<file path="config.mk">
export PLATFORM = sky130hd
export DESIGN_NAME = vigenere_alnum_cipher
export DESIGN_NICKNAME = d
export VERILOG_FILES = /design/src/sv/vac_pkg.sv /design/src/sv/vigenere_alnum_cipher.sv
export SDC_FILE = /design/constraint.sdc
export NUM_CORES = 1
export LEC_CHECK = 0
export BUFFER_PORTS_ARGS = -buffer_cell sky130_fd_sc_hd__buf_2
export CORE_ASPECT_RATIO = 1.25
export CORE_UTILIZATION = 28
export CTS_BUF_LIST = sky130_fd_sc_hd__clkbuf_4 sky130_fd_sc_hd__clkbuf_8 sky130_fd_sc_hd__clkbuf_16
export CTS_CLUSTER_DIAMETER = 80
export CTS_CLUSTER_SIZE = 20
export DETAILED_ROUTE_END_ITERATION = 6
export PLACE_DENSITY_LB_ADDON = 0.08
export SLEW_MARGIN = 0
export SYNTH_ARGS = -nofsm -noshare
export SYNTH_HDL_FRONTEND = slang
export SYNTH_SLANG_ARGS = --single-unit
</file>
<file path="constraint.sdc">
create_clock -name aclk -period 14.99 [get_ports aclk]
set_input_delay 2.2485 -clock aclk [delete_from_list [all_inputs] [get_ports aclk]]
set_output_delay 2.2485 -clock aclk [all_outputs]
set_load 0.005 [all_outputs]
</file>
<file path="src/sv/vac_pkg.sv">
// ----------------------------------------------------------------------------
// vac_pkg: shared types and helpers for the alphanumeric Vigenere cipher
// Payload structs, register indexes and the alphabet mapping functions.
// ----------------------------------------------------------------------------
package vac_pkg;

    localparam int KEY_MAX      = 16;
    localparam int POS_W        = $clog2(KEY_MAX);
    localparam int LEN_W        = 5;
    localparam int ALPHA_SIZE   = 36;
    localparam int IDX_W        = 6;
    localparam int CFG_IDX_W    = 8;
    localparam int CFG_DATA_W   = 64;

    // register indexes
    localparam logic [CFG_IDX_W-1:0] CFG_DIRECTION      = 8'd0;
    localparam logic [CFG_IDX_W-1:0] CFG_KEY_LENGTH     = 8'd1;
    localparam logic [CFG_IDX_W-1:0] CFG_KEY_CHARS_LOW  = 8'd2;
    localparam logic [CFG_IDX_W-1:0] CFG_KEY_CHARS_HIGH = 8'd3;

    localparam logic [63:0] KEY_CHARS_RESET = 64'h4141_4141_4141_4141;

    localparam logic [7:0] ASCII_UPPER_A = 8'd65;
    localparam logic [7:0] DIGIT_OFFSET  = 8'd22;  // '0' (48) lands on index 26

    typedef struct packed {
        logic [7:0] symbol_in;
        logic       first;
    } vac_in_t;

    typedef struct packed {
        logic [7:0] symbol_out;
        logic       bad_char;
    } vac_out_t;

    typedef struct packed {
        logic             ok;
        logic [IDX_W-1:0] idx;
    } vac_idx_t;

    // ASCII to alphabet index; ok low for anything outside A-Z / 0-9
    function automatic vac_idx_t char_to_index(input logic [7:0] ch);
        vac_idx_t   res;
        logic [7:0] diff;
        res  = '0;
        diff = '0;
        if (ch inside {[8'd65:8'd90]}) begin
            diff    = ch - ASCII_UPPER_A;
            res.ok  = 1'b1;
            res.idx = diff[IDX_W-1:0];
        end else if (ch inside {[8'd48:8'd57]}) begin
            diff    = ch - DIGIT_OFFSET;
            res.ok  = 1'b1;
            res.idx = diff[IDX_W-1:0];
        end
        return res;
    endfunction

    function automatic logic [7:0] index_to_char(input logic [IDX_W-1:0] idx);
        logic [7:0] wide;
        wide = {{(8-IDX_W){1'b0}}, idx};
        return (idx < IDX_W'(26)) ? wide + ASCII_UPPER_A : wide + DIGIT_OFFSET;
    endfunction

endpackage

</file>
<file path="src/sv/vigenere_alnum_cipher.sv">
// ----------------------------------------------------------------------------
// vigenere_alnum_cipher: Vigenere cipher over A-Z then 0-9
// Streams one ASCII character per transfer, adds or subtracts the key
// character index mod 36, and flags characters outside the alphabet.
// ----------------------------------------------------------------------------
//  channel   ports                          payload
//  input     s_valid / s_ready / s_data     vac_in_t  {symbol_in, first}
//  result    m_valid / m_ready / m_data     vac_out_t {symbol_out, bad_char}
//  config    cfg_valid / cfg_ready          cfg_index (8b), cfg_data (64b)
//
//  One character per cycle sustained while m_ready holds the result channel open; an input
//  transfer reaches result valid through the input register, then the result register.
//  The key position advances at the input transfer, so it is the only
//  loop and it closes through the key position register alone.
//  aresetn (synchronous, active low) clears valids, key position and
//  restores the register defaults. A stalled result holds both stages;
//  s_ready stays high while the input stage can move forward.
// ----------------------------------------------------------------------------
module vigenere_alnum_cipher
    import vac_pkg::*;
(
    input  logic                  aclk,
    input  logic                  aresetn,
    // input channel
    input  logic                  s_valid,
    output logic                  s_ready,
    input  vac_in_t               s_data,
    // result channel
    output logic                  m_valid,
    input  logic                  m_ready,
    output vac_out_t              m_data,
    // configuration write channel
    input  logic                  cfg_valid,
    output logic                  cfg_ready,
    input  logic [CFG_IDX_W-1:0]  cfg_index,
    input  logic [CFG_DATA_W-1:0] cfg_data
);

    // ------------------------------------------------------------------
    // configuration registers
    // ------------------------------------------------------------------
    logic             direction_reg;
    logic [LEN_W-1:0] key_length_reg;
    logic [63:0]      key_chars_low_reg;
    logic [63:0]      key_chars_high_reg;

    assign cfg_ready = 1'b1;

    always_ff @(posedge aclk) begin
        if (!aresetn) begin
            direction_reg      <= 1'b0;
            key_length_reg     <= LEN_W'(1);
            key_chars_low_reg  <= KEY_CHARS_RESET;
            key_chars_high_reg <= KEY_CHARS_RESET;
        end else if (cfg_valid && cfg_ready) begin
            case (cfg_index)
                CFG_DIRECTION:      direction_reg      <= cfg_data[0];
                CFG_KEY_LENGTH:     key_length_reg     <= cfg_data[LEN_W-1:0];
                CFG_KEY_CHARS_LOW:  key_chars_low_reg  <= cfg_data;
                CFG_KEY_CHARS_HIGH: key_chars_high_reg <= cfg_data;
                default: ;          // unknown index: ignored
            endcase
        end
    end

    // effective key length: zero reads as one, saturate at KEY_MAX
    logic [LEN_W-1:0] eff_len;
    always_comb begin
        if (key_length_reg == '0)
            eff_len = LEN_W'(1);
        else if (key_length_reg > LEN_W'(KEY_MAX))
            eff_len = LEN_W'(KEY_MAX);
        else
            eff_len = key_length_reg;
    end

    // ------------------------------------------------------------------
    // handshake: two-stage pipeline, each stage moves when the next frees
    // ------------------------------------------------------------------
    logic s1_valid_reg;
    logic s1_advance;
    logic s_xfer;

    assign s1_advance = !m_valid || m_ready;
    assign s_ready    = !s1_valid_reg || s1_advance;
    assign s_xfer     = s_valid && s_ready;

    // ------------------------------------------------------------------
    // key position: pick the position for this character at transfer time
    // ------------------------------------------------------------------
    logic [POS_W-1:0] key_pos_reg;
    logic [POS_W-1:0] key_pos_next;
    logic [POS_W-1:0] pos_raw;
    logic [POS_W-1:0] pos_use;
    logic [LEN_W-1:0] pos_inc;

    always_comb begin
        pos_raw = s_data.first ? '0 : key_pos_reg;
        // position left past a shortened key falls back to zero
        pos_use = ({{(LEN_W-POS_W){1'b0}}, pos_raw} >= eff_len) ? '0 : pos_raw;
        pos_inc = {{(LEN_W-POS_W){1'b0}}, pos_use} + LEN_W'(1);
        key_pos_next = (pos_inc >= eff_len) ? '0 : pos_inc[POS_W-1:0];
    end

    always_ff @(posedge aclk) begin
        if (!aresetn)
            key_pos_reg <= '0;
        else if (s_xfer)
            key_pos_reg <= key_pos_next;
    end

    // ------------------------------------------------------------------
    // stage 1: input register
    // ------------------------------------------------------------------
    logic [7:0]       s1_symbol_reg;
    logic [POS_W-1:0] s1_pos_reg;

    always_ff @(posedge aclk) begin
        if (!aresetn)
            s1_valid_reg <= 1'b0;
        else if (s_ready)
            s1_valid_reg <= s_valid;
    end

    always_ff @(posedge aclk) begin
        if (s_xfer) begin
            s1_symbol_reg <= s_data.symbol_in;
            s1_pos_reg    <= pos_use;
        end
    end

    // ------------------------------------------------------------------
    // stage 2 logic: key lookup, mapping, mod-36 add or subtract
    // ------------------------------------------------------------------
    logic [63:0]  key_word;
    logic [7:0]   key_char;
    vac_idx_t     p_map;
    vac_idx_t     k_map;
    logic [6:0]   sum;
    logic [6:0]   sum_mod;
    vac_out_t     result;

    always_comb begin
        key_word = s1_pos_reg[POS_W-1] ? key_chars_high_reg : key_chars_low_reg;
        key_char = key_word[{s1_pos_reg[POS_W-2:0], 3'b000} +: 8];
        p_map    = char_to_index(s1_symbol_reg);
        k_map    = char_to_index(key_char);

        // decrypt adds 36 first so the difference stays non-negative
        if (direction_reg)
            sum = {1'b0, p_map.idx} + 7'(ALPHA_SIZE) - {1'b0, k_map.idx};
        else
            sum = {1'b0, p_map.idx} + {1'b0, k_map.idx};
        // sum < 72, one conditional subtract finishes the modulo
        sum_mod = (sum >= 7'(ALPHA_SIZE)) ? sum - 7'(ALPHA_SIZE) : sum;

        if (p_map.ok && k_map.ok) begin
            result.symbol_out = index_to_char(sum_mod[IDX_W-1:0]);
            result.bad_char   = 1'b0;
        end else begin
            result.symbol_out = 8'd0;
            result.bad_char   = 1'b1;
        end
    end

    // ------------------------------------------------------------------
    // result register
    // ------------------------------------------------------------------
    always_ff @(posedge aclk) begin
        if (!aresetn)
            m_valid <= 1'b0;
        else if (s1_advance)
            m_valid <= s1_valid_reg;
    end

    always_ff @(posedge aclk) begin
        if (s1_advance && s1_valid_reg)
            m_data <= result;
    end

endmodule

</file>
==> metrics.md <==
| Metric | Value |
|---|---|
| Slowest CP cell | mux4_1 |
| Seq pwr share | 48.3% |
| Total Nets Final | 1174 |
| Post-DR vias/cell | 4.729 |
| Leak pwr | 0.003911 µW |
| CTS buffer count | 17 |
| R2R depth | 26 |
| Syn Area/Cell | 9.044 µm² |
| Tot GR Track Use | 15.74% |
| Hold depth | 2 |
| DR pass1 iterations | 5 |
| Final hold vios | 0 |
| Crit path kind | reg -> reg |
| Commonest non-fill, non-tap cells in the layout | nand2_1, dfxtp_1, a21boi_0 |
| Final WL | 24.85 mm |
| Final Instance Area | 0.01016 mm² |
| Max incr delay on CP | 630 ps |
| TritonCTS clock tree | yes |
| Cell variety after synth | 66 |
| Syn Nets | 1112 |
| Logic pwr share | 7.6% |
| Compound-Gate Fraction of Synth Area | 15.33% |
| Net Sw Frac | 24.04% |
| Yosys top cell by area | dfxtp_1 |
| Post-synthesis sequential area ratio | 38.74% |
| Hold crit path type | reg -> reg |
| Clock Power Share | 44.1% |
| Max Clock Skew | 12.04 ps |
| Share of cells above drive strength 1 | 16.49% |
| Slew @ Worst Pin | 990.1 ps |
| Drc violations | 0 |
| Initial antenna violation count | 3 |
| CTS Buffer Depth | 2 |
| Clock Pin Slew Worst Setup and Hold Paths | 70 ps |
| CP most frequent cell | ha_1 |
| Final Cycle Share | 46.28% |
| DR vias | 6918 |
| Ports | 98 |
| Power Total | 919.8 µW |
| Die Height | 200.9 µm |
| Final setup violation count | 0 |
| Post-route insts no fill | 1463 |
| Clock Tree Root | clkbuf_16 |
| Met2 WL post-DR | 13.15 mm |
| Post-synthesis mux area share | 12.78% |
| Fin Hold WS | 461.7 ps |
| Setup crit start kind | flop |
| Slew margin rel. | 33.86% |
| Post-CTS setup buffers | 0 |
| Post-layout min period | 6937 ps |
| Layout area overhead | 14.67% |
| Grt ovf | 0 |
| Critical Path RT | 15170 ps |
| Synth area leaders | dfxtp_1, nand2_1, a21boi_0 |
| Switching pwr | 221.2 µW |
| XOR/XNOR share of the synthesized area | 1.186% |
| Post-CTS sizing | 0 |
| PortBufs | 96 |
| Largest family of logic cells by synthesized area | simple AND/OR/NAND/NOR gates |
| First-pass GRT wire length | 39.20 mm |
| Clock Latency Late Sink | 420 ps |
| Synth Area in Adders | 6.663% |
| Die X-Extent | 161.1 µm |
| Placed Instances | 1430 |
| Synth Warn # | 0 |
| Mapped Cells | 980 |
| Setup TNS | 0 ps |
| Maximum vdd drop | 64.62 µV |
| Primary FF master, synth | dfxtp_1 |
| Worst reg-to-reg setup slack | 8050 ps |
| Yosys top cell area share | 31.62% |
| Most common cell after layout, fill and taps aside | nand2_1 |
| Gp weighted congestion | 0.7847 |
| Mapped Area | 0.008864 mm² |
| Row count | 72 |
| Largest net degree at the start of global routing | 73 |
| Final Max Tran Viols | 0 |
| Initial Util | 28.52% |
| CTS H-tree lvls | 4 |
| Max cap viols | 0 |
| Die area | 0.03238 mm² |
| Cts hold-fix bufs | 0 |
| Internal power | 698.7 µW |
| Vias in the first global route | 6946 |
| CP Capture Type | flop |
| Critical Path Fanout Max | 32 |
| Drt first-iter violations | 273 |
| Yosys reg bits | 161 |
| Ys async rst share | 0% |
| Critical Path AT | 7120 ps |
| Pwr dens | 90.50 mW/mm² |
| RSZ-0062 raised after global routing | false |
| M1 WL | 10.84 mm |
| Antenna Nets Post-Route | 0 |
| DP HPWL | 16.74 mm |
| Core area | 0.03108 mm² |
| Post-synthesis simple-gate area fraction | 20.58% |
| Placed instance area | 0.009624 mm² |
| Routed len/inst | 16.99 µm |
| Met3 WL post-DR | 556 µm |
| Num Clock Sinks | 161 |
| Post-synth EDFFs | 21 |
| Top Metal Used | met5 |
| Fmax | 144.2 MHz |
| Run status | finished clean |
power by group through the flow:
stage	clock network, µW	registers, µW	logic, µW
detailed placement	0	454	71.9
floorplan	0	452	42.9
CTS	420	444	72.1
global placement	0	454	72.0
global route	436	444	77.7
finish	406	444	70.3
Yosys cell counts, types with 4 or more instances:
cell,count
o21ai_0,23
inv_1,33
xnor2_1,8
a21oi_1,10
dfxtp_1,140
mux2i_1,13
edfxtp_1,21
nand2b_1,9
mux4_2,24
a211oi_1,5
clkbuf_1,45
o211ai_1,4
a22oi_1,4
buf_4,5
nor3_1,8
nor2b_1,20
and2_1,6
nand3_1,39
o311a_1,4
mux2_2,6
nand2_1,290
xor2_1,4
and3_1,6
mux4_1,15
a21boi_0,99
o22ai_1,6
ha_1,44
nor2_1,29
critical path: cells and delay by family (launching register included):
family / cells / cell delay, ps
compound gates: 7 / 1820
xor+xnor: 1 / 180
fa+ha+maj: 5 / 1340
buf+inv: 4 / 780
flops: 1 / 320
mux: 4 / 1680
simple gates: 5 / 570
per-layer routing:
metal / global-route usage (%) / up-vias
met5: 0 / -
met4: 4.279 / 4
met3: 2.603 / 19
met2: 29.40 / 112
met1: 18.21 / 3253
li1: - / 3530
stage by stage:
step | utilization [%] | worst slack, ps
finish | 32.70 | 8053
global placement | 30.97 | 8129
detailed placement | 30.97 | 7974
CTS | 32.69 | 7979
floorplan | - | 8873
global route | 32.69 | 7550
final cells by class:
class                           count  area, µm²
Fill cell                        3277      20920
Multi-Input combinational cell    728       5039
Sequential cell                   161       3433
Timing Repair Buffer              100      513.0
Tap cell                          407      509.2
Clock buffer                       19      440.4
Inverter                           34      130.1
Clock inverter                     13      96.34
Antenna cell                        1      2.502
worst paths after layout:
| kind | startpoint | endpoint |
|---|---|---|
| min | key_chars_low_reg[39] | key_chars_low_reg[39] |
| max | s1_pos_reg[0] | m_data[3] |
| min reg2reg | key_chars_low_reg[39] | key_chars_low_reg[39] |
| max reg2reg | s1_pos_reg[0] | m_data[3] |
logic make-up after synthesis:
kind of cell | count (synthesis)
and+or+nand+nor | 424
AOI/OAI and AO/OA | 186
DFF | 161
buffers and inverters | 91
muxes | 58
adders and majority gates | 46
xor gates and xnor gates | 12
other | 2
Power figures use the tool's default switching activity.
